==> config.mk <==
export PLATFORM = sky130hd
export DESIGN_NAME = status_word_alarm_monitor_core
export DESIGN_NICKNAME = d
export VERILOG_FILES = /design/src/hdl/swam_pkg.sv /design/src/hdl/swam_regs.sv /design/src/hdl/swam_grade.sv /design/src/hdl/status_word_alarm_monitor_core.sv
export SDC_FILE = /design/constraint.sdc
export NUM_CORES = 2
export LEC_CHECK = 0
export ABC_AREA = 0
export BUFFER_PORTS_ARGS = -buffer_cell sky130_fd_sc_hd__buf_4
export CORE_MARGIN = 3
export CORE_UTILIZATION = 45
export CTS_CLUSTER_SIZE = 10
export DETAILED_ROUTE_END_ITERATION = 12
export PLACE_DENSITY = 0.66
export SYNTH_ARGS = -nofsm -noshare
export SYNTH_HDL_FRONTEND = slang
export SYNTH_SLANG_ARGS = --single-unit
==> constraint.sdc <==
create_clock -name clk -period 7.1 [get_ports clk]
set_clock_uncertainty 0.1 [all_clocks]
set_input_delay 0.355 -clock clk [delete_from_list [all_inputs] [get_ports clk]]
set_output_delay 0.355 -clock clk [all_outputs]
set_load 0.03 [all_outputs]
==> src/hdl/swam_pkg.sv <==
package swam_pkg;

	localparam int ADDR_W = 5;
	localparam int DATA_W = 32;
	localparam int FIELD_W = 32;

	typedef enum logic [2:0] {
		ST_NONE  = 3'd0,
		ST_HIHI  = 3'd1,
		ST_LOLO  = 3'd2,
		ST_HIGH  = 3'd3,
		ST_LOW   = 3'd4,
		ST_UNDEF = 3'd5
	} alarm_status_t;

	typedef enum logic [1:0] {
		SEV_NONE    = 2'd0,
		SEV_MINOR   = 2'd1,
		SEV_MAJOR   = 2'd2,
		SEV_INVALID = 2'd3
	} alarm_severity_t;

	typedef enum logic [2:0] {
		REG_HIHI     = 3'd0,
		REG_HIGH     = 3'd1,
		REG_LOW      = 3'd2,
		REG_LOLO     = 3'd3,
		REG_HYST     = 3'd4,
		REG_SEVS     = 3'd5,
		REG_VALUE_DB = 3'd6,
		REG_ARCH_DB  = 3'd7
	} reg_idx_t;

	typedef struct packed {
		logic [FIELD_W-1:0] hihi_limit;
		logic [FIELD_W-1:0] high_limit;
		logic [FIELD_W-1:0] low_limit;
		logic [FIELD_W-1:0] lolo_limit;
		logic [30:0]        hysteresis;
		logic [7:0]         alarm_severities;
		logic [FIELD_W-1:0] value_deadband;
		logic [FIELD_W-1:0] archive_deadband;
	} cfg_t;

	typedef struct packed {
		alarm_status_t      status;
		alarm_severity_t    severity;
		logic [FIELD_W-1:0] level;
	} grade_t;

endpackage

==> src/hdl/swam_regs.sv <==
module swam_regs (
	input  logic                        clk,
	input  logic                        arst_n,
	input  logic                        psel,
	input  logic                        penable,
	input  logic                        pwrite,
	input  logic [swam_pkg::ADDR_W-1:0] paddr,
	input  logic [swam_pkg::DATA_W-1:0] pwdata,
	output logic [swam_pkg::DATA_W-1:0] prdata,
	output logic                        pready,
	output swam_pkg::cfg_t              cfg
);
	import swam_pkg::*;

	reg_idx_t idx;
	logic     wr_en;
	cfg_t     cfg_q;

	assign idx    = reg_idx_t'(paddr[ADDR_W-1:2]);
	assign wr_en  = psel && penable && pwrite;
	assign pready = 1'b1;
	assign cfg    = cfg_q;

	always_ff @(posedge clk or negedge arst_n) begin
		if (!arst_n) begin
			cfg_q <= '0;
		end else if (wr_en) begin
			case (idx)
				REG_HIHI: begin
					cfg_q.hihi_limit <= pwdata;
				end
				REG_HIGH: begin
					cfg_q.high_limit <= pwdata;
				end
				REG_LOW: begin
					cfg_q.low_limit <= pwdata;
				end
				REG_LOLO: begin
					cfg_q.lolo_limit <= pwdata;
				end
				REG_HYST: begin
					cfg_q.hysteresis <= pwdata[30:0];
				end
				REG_SEVS: begin
					cfg_q.alarm_severities <= pwdata[7:0];
				end
				REG_VALUE_DB: begin
					cfg_q.value_deadband <= pwdata;
				end
				REG_ARCH_DB: begin
					cfg_q.archive_deadband <= pwdata;
				end
				default: begin
				end
			endcase
		end
	end

	always_comb begin
		case (idx)
			REG_HIHI:     prdata = cfg_q.hihi_limit;
			REG_HIGH:     prdata = cfg_q.high_limit;
			REG_LOW:      prdata = cfg_q.low_limit;
			REG_LOLO:     prdata = cfg_q.lolo_limit;
			REG_HYST:     prdata = {1'b0, cfg_q.hysteresis};
			REG_SEVS:     prdata = {24'd0, cfg_q.alarm_severities};
			REG_VALUE_DB: prdata = cfg_q.value_deadband;
			REG_ARCH_DB:  prdata = cfg_q.archive_deadband;
			default:      prdata = '0;
		endcase
	end

endmodule

==> src/hdl/swam_grade.sv <==
module swam_grade (
	input  swam_pkg::cfg_t                     cfg,
	input  logic signed [swam_pkg::FIELD_W-1:0] v,
	input  logic                               defined,
	input  logic        [swam_pkg::FIELD_W-1:0] last_level,
	output swam_pkg::grade_t                   grade
);
	import swam_pkg::*;

	logic signed [FIELD_W:0]   v33;
	logic signed [FIELD_W:0]   hyst33;
	logic signed [FIELD_W-1:0] hihi, lolo, high, low;
	alarm_severity_t           sev_hh, sev_ll, sev_h, sev_l;
	logic                      trip_hh, trip_ll, trip_h, trip_l;

	assign hihi   = $signed(cfg.hihi_limit);
	assign lolo   = $signed(cfg.lolo_limit);
	assign high   = $signed(cfg.high_limit);
	assign low    = $signed(cfg.low_limit);
	assign v33    = (FIELD_W+1)'(v);
	assign hyst33 = $signed({2'b00, cfg.hysteresis});

	assign sev_hh = alarm_severity_t'(cfg.alarm_severities[1:0]);
	assign sev_ll = alarm_severity_t'(cfg.alarm_severities[3:2]);
	assign sev_h  = alarm_severity_t'(cfg.alarm_severities[5:4]);
	assign sev_l  = alarm_severity_t'(cfg.alarm_severities[7:6]);

	// Hold an alarm inside the band while the last level still sits on that limit.
	assign trip_hh = (sev_hh != SEV_NONE) && ((v >= hihi) ||
		((last_level == cfg.hihi_limit) && (v33 >= (FIELD_W+1)'(hihi) - hyst33)));
	assign trip_ll = (sev_ll != SEV_NONE) && ((v <= lolo) ||
		((last_level == cfg.lolo_limit) && (v33 <= (FIELD_W+1)'(lolo) + hyst33)));
	assign trip_h  = (sev_h != SEV_NONE) && ((v >= high) ||
		((last_level == cfg.high_limit) && (v33 >= (FIELD_W+1)'(high) - hyst33)));
	assign trip_l  = (sev_l != SEV_NONE) && ((v <= low) ||
		((last_level == cfg.low_limit) && (v33 <= (FIELD_W+1)'(low) + hyst33)));

	always_comb begin
		grade.status   = ST_NONE;
		grade.severity = SEV_NONE;
		grade.level    = v;
		if (!defined) begin
			grade.status   = ST_UNDEF;
			grade.severity = SEV_INVALID;
			grade.level    = last_level;
		end else if (trip_hh) begin
			grade.status   = ST_HIHI;
			grade.severity = sev_hh;
			grade.level    = cfg.hihi_limit;
		end else if (trip_ll) begin
			grade.status   = ST_LOLO;
			grade.severity = sev_ll;
			grade.level    = cfg.lolo_limit;
		end else if (trip_h) begin
			grade.status   = ST_HIGH;
			grade.severity = sev_h;
			grade.level    = cfg.high_limit;
		end else if (trip_l) begin
			grade.status   = ST_LOW;
			grade.severity = sev_l;
			grade.level    = cfg.low_limit;
		end
	end

endmodule

==> src/hdl/status_word_alarm_monitor_core.sv <==
// Status word alarm monitor. Each request carries a signed status word and a
// defined flag; the block grades it against the hihi, lolo, high and low limits
// (checked in that order, one shared hysteresis band), reports value and
// archive deadband events, and gives a link mask of changed bits, or all ones
// over VALUE_WIDTH bits when the alarm status or severity changes. Only the low
// VALUE_WIDTH bits of value are used, sign extended. One request is accepted
// every cycle while in_ready is high; the request is captured in the input
// register, and the grading and deadband logic feeds the result register from
// it. A result held by out_ready low holds the input register, and in_ready
// drops once both are full. The alarm and deadband history updates when the
// result register is written, so back-to-back requests see each other's
// history. Limits are written over the APB port at byte address 4*index and
// take effect for requests graded after.
module status_word_alarm_monitor_core #(
	parameter int VALUE_WIDTH = 32
) (
	input  logic                         clk,
	input  logic                         arst_n,
	input  logic                         psel,
	input  logic                         penable,
	input  logic                         pwrite,
	input  logic [swam_pkg::ADDR_W-1:0]  paddr,
	input  logic [swam_pkg::DATA_W-1:0]  pwdata,
	output logic [swam_pkg::DATA_W-1:0]  prdata,
	output logic                         pready,
	input  logic                         in_valid,
	output logic                         in_ready,
	input  logic signed [swam_pkg::FIELD_W-1:0] value,
	input  logic                         value_defined,
	output logic                         out_valid,
	input  logic                         out_ready,
	output logic [2:0]                   alarm_status,
	output logic [1:0]                   alarm_severity,
	output logic                         alarm_changed,
	output logic                         value_event,
	output logic                         archive_event,
	output logic [swam_pkg::FIELD_W-1:0] link_mask
);
	import swam_pkg::*;

	localparam logic [FIELD_W-1:0] WMASK =
		FIELD_W'((64'd1 << VALUE_WIDTH) - 64'd1);

	cfg_t                      cfg;
	grade_t                    grade;

	logic signed [VALUE_WIDTH-1:0] value_nar;
	logic signed [FIELD_W-1:0] value_ext;

	logic                      valid_s1;
	logic signed [FIELD_W-1:0] value_s1;
	logic                      defined_s1;
	logic                      advance;

	logic [FIELD_W-1:0]        last_level_q;
	alarm_status_t             prev_status_q;
	alarm_severity_t           prev_sev_q;
	logic signed [FIELD_W-1:0] monitor_last_q;
	logic signed [FIELD_W-1:0] archive_last_q;
	logic signed [FIELD_W-1:0] last_value_q;

	logic signed [FIELD_W+1:0] d_mon, d_arc, db_mon, db_arc;
	logic                      changed, vev, aev;
	logic [FIELD_W-1:0]        links;

	logic                      out_valid_q;
	logic [2:0]                status_q;
	logic [1:0]                severity_q;
	logic                      changed_q, vev_q, aev_q;
	logic [FIELD_W-1:0]        links_q;

	swam_regs u_regs (
		.clk     (clk),
		.arst_n  (arst_n),
		.psel    (psel),
		.penable (penable),
		.pwrite  (pwrite),
		.paddr   (paddr),
		.pwdata  (pwdata),
		.prdata  (prdata),
		.pready  (pready),
		.cfg     (cfg)
	);

	assign value_nar = value[VALUE_WIDTH-1:0];
	assign value_ext = FIELD_W'(value_nar);

	assign advance  = valid_s1 && (!out_valid_q || out_ready);
	assign in_ready = !valid_s1 || advance;

	always_ff @(posedge clk or negedge arst_n) begin
		if (!arst_n) begin
			valid_s1 <= 1'b0;
		end else if (in_ready) begin
			valid_s1 <= in_valid;
		end
	end

	always_ff @(posedge clk) begin
		if (in_valid && in_ready) begin
			value_s1   <= value_ext;
			defined_s1 <= value_defined;
		end
	end

	swam_grade u_grade (
		.cfg        (cfg),
		.v          (value_s1),
		.defined    (defined_s1),
		.last_level (last_level_q),
		.grade      (grade)
	);

	assign d_mon  = (FIELD_W+2)'(monitor_last_q) - (FIELD_W+2)'(value_s1);
	assign d_arc  = (FIELD_W+2)'(archive_last_q) - (FIELD_W+2)'(value_s1);
	assign db_mon = (FIELD_W+2)'($signed(cfg.value_deadband));
	assign db_arc = (FIELD_W+2)'($signed(cfg.archive_deadband));

	assign vev = (d_mon > db_mon) || (-d_mon > db_mon);
	assign aev = (d_arc > db_arc) || (-d_arc > db_arc);

	assign changed = (grade.status != prev_status_q) || (grade.severity != prev_sev_q);
	assign links   = changed ? WMASK : ((value_s1 ^ last_value_q) & WMASK);

	always_ff @(posedge clk or negedge arst_n) begin
		if (!arst_n) begin
			last_level_q   <= '0;
			prev_status_q  <= ST_NONE;
			prev_sev_q     <= SEV_NONE;
			monitor_last_q <= '0;
			archive_last_q <= '0;
			last_value_q   <= '0;
		end else if (advance) begin
			last_level_q  <= grade.level;
			prev_status_q <= grade.status;
			prev_sev_q    <= grade.severity;
			last_value_q  <= value_s1;
			if (vev) begin
				monitor_last_q <= value_s1;
			end
			if (aev) begin
				archive_last_q <= value_s1;
			end
		end
	end

	always_ff @(posedge clk or negedge arst_n) begin
		if (!arst_n) begin
			out_valid_q <= 1'b0;
		end else if (advance) begin
			out_valid_q <= 1'b1;
		end else if (out_ready) begin
			out_valid_q <= 1'b0;
		end
	end

	always_ff @(posedge clk) begin
		if (advance) begin
			status_q   <= grade.status;
			severity_q <= grade.severity;
			changed_q  <= changed;
			vev_q      <= vev;
			aev_q      <= aev;
			links_q    <= links;
		end
	end

	assign out_valid      = out_valid_q;
	assign alarm_status   = status_q;
	assign alarm_severity = severity_q;
	assign alarm_changed  = changed_q;
	assign value_event    = vev_q;
	assign archive_event  = aev_q;
	assign link_mask      = links_q;

endmodule

* After elaboration in Yosys (flattened, before gate mapping)
Cells that the tools add are included.
** Operators by class
- Add/subtract/negate cells :: 8
- $lt $le $gt $ge :: 12
- Eq/ne operators :: 13
- Multiplexer cells :: 8
- Bitwise gates (word level) :: 1
- Reductions and logical operators :: 40
** Operators with widths (number)
- one-hot mux 32 bit (8 select lines) :: 1
- 2-to-1 mux 37 bit :: 5
- subtractor 32 x 32 -> 33 bit :: 4
- == test 32 bit :: 4
- greater-than comparator 34 x 32 -> 1 bit :: 2
- negator 33 -> 34 bit :: 2
- adder 32 x 32 -> 33 bit :: 2
- >= comparator 32 x 33 -> 1 bit :: 2
- greater-than comparator 33 x 32 -> 1 bit :: 2
- <= comparator 32 x 33 -> 1 bit :: 2
- >= comparator 32 bit :: 2
- <= comparator 32 bit :: 2
- bitwise XOR 32 bit :: 1
- AND reduction 2 bit :: 11
- == test 3 bit (second input constant) :: 4
- logical AND 1 bit :: 12
- nonzero test 2 bit :: 5
- logical OR 1 bit :: 9
- == test 3 x 2 -> 1 bit (second input constant) :: 2
- == test 3 x 1 -> 1 bit (second input constant) :: 1
- zero test 3 bit :: 1
- inequality test 3 bit :: 1
- zero test 1 bit :: 2
- 2-to-1 mux 1 bit :: 2
- inequality test 2 bit :: 1
** Word-level totals
- Register bits after elaboration :: 439
- Input bits :: 77
- Output and inout bits :: 75
- Word-level logic and storage cells :: 106

* Depth between registers and ports, before layout
- Depth in word-level cells :: 12
- Depth in mapped cells :: 30
- Gate-level depth less buffers :: 28

* By module
From an unflattened synthesis, not the netlist that was laid out.
** Second synthesis, totals
- Cell total of the unflattened synthesis :: 4670
- Area total of the unflattened synthesis :: 42198.0 µm²
** Modules (own cells, without submodules)
- status_word_alarm_monitor_core :: instances 1, cells each 1801, area an instance 16291.9 µm², seq. area each 5570.3 µm²
- swam_grade :: instances 1, cells each 2109, area an instance 15373.5 µm², seq. area each 0.0 µm²
- swam_regs :: instances 1, cells each 760, area an instance 10532.6 µm², seq. area each 5780.5 µm²

* Least setup slack after synthesis
Ideal clock, no wire load.
- Kind :: register to register
- Start :: register value_s1[1]
- End :: register monitor_last_q[22]
- Setup time :: 125 ps
- Arrival :: 6672 ps
- Data required time :: 6875 ps
- Setup slack :: 203 ps
- Stages on the path, launching flop included :: 24
- Path buffers :: 2
- Period minus slack after synthesis :: 6897 ps
- Path through :: edfxtp_1 inv_1 fa_1 a211oi_4 nor2_2 xor2_2 or3_4 or4_4 nor3_4 inv_2 or4_1 buf_2 or4_4 or4b_1 xor2_1 ha_1 nand4_1 nor4_1 nand4_1 or4_1 nand3_1 a31oi_1 clkbuf_1 mux2_2
** Between the ends
- Word-level cells in the longest chain between the ends :: 5
- Elaborated cells between the ends (all ways) :: 6
- Those cells by class :: 2 x add/sub; 2 x order compare; 2 x reduce/logical
** RTL lines
- start, declared :: RTL line status_word_alarm_monitor_core.sv:51 : logic signed [FIELD_W-1:0] value_s1;
- start signal, assigned :: RTL line status_word_alarm_monitor_core.sv:101 : value_s1 <= value_ext;
- subtractor 32 x 32 -> 33 bit (*) :: RTL line status_word_alarm_monitor_core.sv:114 : assign d_mon = (FIELD_W+2)'(monitor_last_q) - (FIELD_W+2)'(value_s1);
- negator 33 -> 34 bit :: RTL line status_word_alarm_monitor_core.sv:119 : assign vev = (d_mon > db_mon) || (-d_mon > db_mon);
- greater-than comparator 34 x 32 -> 1 bit :: RTL line status_word_alarm_monitor_core.sv:119
- logical OR 1 bit (*) :: RTL line status_word_alarm_monitor_core.sv:119
- AND reduction 2 bit (no source line) (*)
- end signal, assigned :: RTL line status_word_alarm_monitor_core.sv:139 : monitor_last_q <= value_s1;
- end, declared :: RTL line status_word_alarm_monitor_core.sv:58 : logic signed [FIELD_W-1:0] monitor_last_q;
Every way passes the cells marked *; elsewhere a longest branch is shown, timed or not.
A chain may end at the register's enable or synchronous reset.

* Worst setup path after layout
- Start :: register u_regs.cfg_q (netlist bit u_regs.cfg[72])
- End :: register links_q[29], in the netlist link_mask[29] (data pin)
** Between the ends
- Word-level cells in the longest chain between the ends :: 12
- Elaborated cells between the ends (all ways) :: 28
- Those cells by class :: 4 x add/sub; 4 x order compare; 2 x eq/ne; 5 x mux; 13 x reduce/logical
** RTL lines
- start, declared :: RTL line swam_regs.sv:17 : cfg_t cfg_q;
- adder 32 x 32 -> 33 bit :: RTL line swam_grade.sv:36 : ((last_level == cfg.low_limit) && (v33 <= (FIELD_W+1)'(low) + hyst33)));
- <= comparator 32 x 33 -> 1 bit :: RTL line swam_grade.sv:36
- logical AND 1 bit :: RTL line swam_grade.sv:36
- logical OR 1 bit :: RTL line swam_grade.sv:35 : assign trip_l = (sev_l != SEV_NONE) && ((v <= low) ||
- logical AND 1 bit :: RTL line swam_grade.sv:35
- 2-to-1 mux 37 bit :: RTL line swam_grade.sv:58 : end else if (trip_l) begin
- 2-to-1 mux 37 bit :: RTL line swam_grade.sv:54 : end else if (trip_h) begin
- 2-to-1 mux 37 bit :: RTL line swam_grade.sv:50 : end else if (trip_ll) begin
- 2-to-1 mux 37 bit (*) :: RTL line swam_grade.sv:46 : end else if (trip_hh) begin
- 2-to-1 mux 37 bit (*) :: RTL line swam_grade.sv:42 : if (!defined) begin
- inequality test 3 bit / inequality test 2 bit (equally long branches) :: RTL line status_word_alarm_monitor_core.sv:122 : assign changed = (grade.status != prev_status_q) || (grade.severity != prev_sev_q);
- logical OR 1 bit (*) :: RTL line status_word_alarm_monitor_core.sv:122
- end signal, assigned :: RTL line status_word_alarm_monitor_core.sv:164 : links_q <= links;
- end, declared :: RTL line status_word_alarm_monitor_core.sv:70 : logic [FIELD_W-1:0] links_q;
Marks and branches as above.

==> impl_metrics.py <==
metrics = {
    "floorplanning": {
        "core-area_um2": 87400,
        "start_util_pct": 45.8,
        "die_w_um": 304,
        "die_y_um": 304,
        "ioPinCount": 152,
        "rows": 108,
        "dieArea_um2": 92500,
    },
    "synth": {
        "synthXorXnorAreaFrac_pct": 8.42,
        "synth_compound_area_share_pct": 19.2,
        "synth_edf_count": 73,
        "ys_ff_latch": 439,
        "ys_seq_area_share_pct": 28.4,
        "synth_top_family_by_area": "compound AO/OA/AOI/OAI gates",
        "synth_cells": 4655,
        "synth_nets": 5320,
        "syn_avg_cell_area_um2": 8.60,
        "synth_fa_ha_area_share_pct": 18.5,
        "synth_area_um2": 40000,
        "yosys_warnings": 0,
        "synth-simple-area-share_pct": 15.7,
        "synthArstFlopShare_pct": 83.4,
        "synth_ff_type": "dfrtp_1",
        "ys_types": 88,
        "synth_mux_area_share_pct": 4.94,
    },
    "grt": {
        "grt_remaining_overflow": 0,
        "grt_pass1_vias": 36384,
        "grt.total_usage_pct": 33.3,
        "antenna_found_initial": 2,
        "grt_max_degree": 151,
        "grt_pass1_wl_um": 232000,
    },
    "outcome": {
        "status": "completed",
    },
    "clocking": {
        "clockRootBuffer": "clkbuf_16",
        "clk_pin_slew_worst_paths_ns": 0.06,
        "clk_latency_ns": 0.65,
        "cts_sinks": 439,
        "clock_path_buffers": 3,
        "cts_tree": "done",
        "htree_num_levels": 2,
        "numCtsBuffers": 55,
    },
    "layout": {
        "final-seq-area_um2": 11400,
        "diodes": 0,
        "syn_to_final_growth_pct": 16.5,
        "fillCellCount": 8106,
        "multiInputGateArea_um2": 27100,
        "final_common_cell": "ha_1",
        "fin_nets": 5646,
        "final_layout_size_suffix_gt1_share_pct": 13.0,
        "layout_common_cells": "581 x ha_1, 518 x nand2_1, 401 x o21ai_0, 368 x buf_4, 366 x dfrtp_1",
        "finalInstanceArea_um2": 46600,
    },
    "timing": {
        "timing.final.crit_share_pct": 96.6,
        "max_slew_margin_pct": 21.3,
        "fin_setup_tns_ns": 0,
        "setup_viol": 0,
        "clock.fmax_mhz": 146,
        "hold_slack_ns": 0.230,
        "final_hold_viol_count": 0,
        "final_max_slew_viol_count": 0,
        "max_slew.worst_pin.slew_ns": 1.18,
        "fin_ws_ns": 0.244,
        "post-route-min-period_ns": 6.86,
    },
    "setup_path": {
        "cp.arrival_ns": 7.10,
        "r2r_setup_slack_ns": 0.24,
        "cp_slowest_cell": "dfrtp_1",
        "cpPeakStageDelay_ns": 0.38,
        "crit_path_max_fanout": 17,
        "critPathMostFrequentCell": "buf_4",
        "path_class": "reg2reg",
        "required_ns": 7.34,
        "crit_path_start_kind": "flip-flop",
        "ff2ff_path_depth": 31,
        "endpoint_kind": "flip-flop",
    },
    "detailed_routing": {
        "vias": 37564,
        "first_pass_iters": 5,
        "drc": 0,
        "drtIter0Drc": 4010,
        "routed_wl_um": 159000,
        "viasPerCell": 6.08,
        "wire_per_inst_um": 25.8,
        "antenna_left": 0,
    },
    "placed_design": {
        "pre_cts_ws_ns": -0.358,
        "place_area_um2": 43800,
        "place_congestion": 1.01,
        "io_buffers": 148,
        "post-dp-hpwl_um": 127000,
    },
    "power_and_ir_drop": {
        "vdd_drop_max_uv": 298,
        "leakage_nw": 21.1,
        "powerDensity_nw_per_um2": 449,
    },
    "job": {
        "cap_violations": 0,
    },
    "worst_hold_path": {
        "hp-class": "in2async",
    },
}
[synth_stat cells, drive strengths merged, types with 12 or more instances]
library cell / instances / area (um^2)
and4: 17 / 149
o21bai: 19 / 143
or3: 21 / 136
nand2: 520 / 1950
o21a: 43 / 323
a221oi: 12 / 105
or4: 17 / 135
nand2b: 44 / 275
nor4: 54 / 338
xnor2: 221 / 1940
xor2: 163 / 1440
edfxtp: 73 / 2190
mux2i: 66 / 661
a211oi: 36 / 283
a21o: 133 / 998
mux2: 73 / 822
and2: 12 / 75.1
nand3: 90 / 450
o221ai: 36 / 315
clkbuf: 166 / 626
nor2b: 34 / 213
o21ai: 411 / 2060
a31oi: 35 / 219
nor3: 58 / 302
ha: 582 / 7280
mux4: 22 / 495
nor2: 237 / 892
o31ai: 16 / 120
or2: 13 / 81.3
nand4: 137 / 857
o22ai: 21 / 131
a21oi: 344 / 1720
o211ai: 19 / 143
dfrtp: 366 / 9160
and3: 33 / 206
buf: 17 / 68.8
inv: 334 / 1250
[state kept, by name, summed over array words and instances (netlist names), 2 cells and up]
signal / flops
monitor_last_q: 32
last_value_q: 32
archive_last_q: 32
u_regs.cfg: 231
link_mask: 32
alarm_severity: 2
prev_sev_q: 2
prev_status_q: 3
last_level_q: 32
value_s1: 32
alarm_status: 3
[routing by layer]
metal / global-route usage, % / part of all wire, % / vias up
met3: 7.07 / 9.1 / 346
met4: 16.4 / 5.9 / 2
met1: 45.1 / 42 / 17996
met2: 50.3 / 43 / 1708
li1: - / - / 17512
met5: 0 / 0.0069 / -
[cells by family (layout without fill, tap and decap cells)]
group / after synthesis / in the layout
AO/OA/AOI/OAI: 1251 / 1251
other: 1 / 1
multiplexers: 161 / 161
buffers and inverters: 519 / 889
flip-flops: 439 / 439
AND/OR/NAND/NOR: 1312 / 1312
adder cells (fa/ha/maj): 588 / 588
XOR/XNOR: 384 / 384
[path summary, 6_finish.rpt]
| path | startpoint | endpoint |
|---|---|---|
| max in group asynchronous | arst_n | u_regs.cfg[112] |
| max | u_regs.cfg[72] | link_mask[29] |
| min reg2reg | last_value_q[24] | last_value_q[24] |
| min | arst_n | last_value_q[25] |
| max reg2reg | u_regs.cfg[72] | link_mask[29] |
| min in group clk | value_defined | defined_s1 |
[through the flow]
stage / total power [W] / util, % / instances
2_1_floorplan: 0.0131 / - / 4655
3_3_place_gp: 0.0174 / 50.1 / 6001
3_5_place_dp: 0.0176 / 50.1 / 6001
4_1_cts: 0.0205 / 52.9 / 6171
5_1_grt: 0.0226 / 53.3 / 6180
6_report: 0.0209 / 53.3 / 6180
[critical path: cells and delay by family, from the launching register on]
| family | cells | cell delay, ns |
|---|---|---|
| flip-flops | 1 | 0.38 |
| XOR/XNOR | 2 | 0.37 |
| AO/OA/AOI/OAI | 17 | 3.42 |
| buffers and inverters | 7 | 1.15 |
| adder cells (fa/ha/maj) | 3 | 0.64 |
| AND/OR/NAND/NOR | 2 | 0.48 |
[report_power, final]
| group | internal (W) | switching [W] | leakage, nW |
|---|---|---|---|
| clock network | 0.00159 | 0.00119 | 0.837 |
| registers | 0.00324 | 0.000914 | 4.84 |
| logic | 0.00586 | 0.00816 | 15.4 |
| total | 0.0107 | 0.0103 | 21.1 |
[timing repair]
action	CTS	global route
endpoints found under the setup margin	96	129
cloned	0	2
hold buffers	69	0
pin swaps	1	18
buffers inserted	0	7
resized for setup	10	62
endpoints found under the hold margin	342	0
[final cells by class]
| type | count | area share (%) |
|---|---|---|
| Multi-Input combinational cell | 3697 | 58.2 |
| Clock inverter | 11 | 0.298 |
| Tap cell | 1155 | 3.10 |
| Sequential cell | 439 | 24.3 |
| Clock buffer | 90 | 3.38 |
| Timing Repair Buffer | 452 | 8.00 |
| Inverter | 336 | 2.70 |
(Power assumes the default switching activity.)
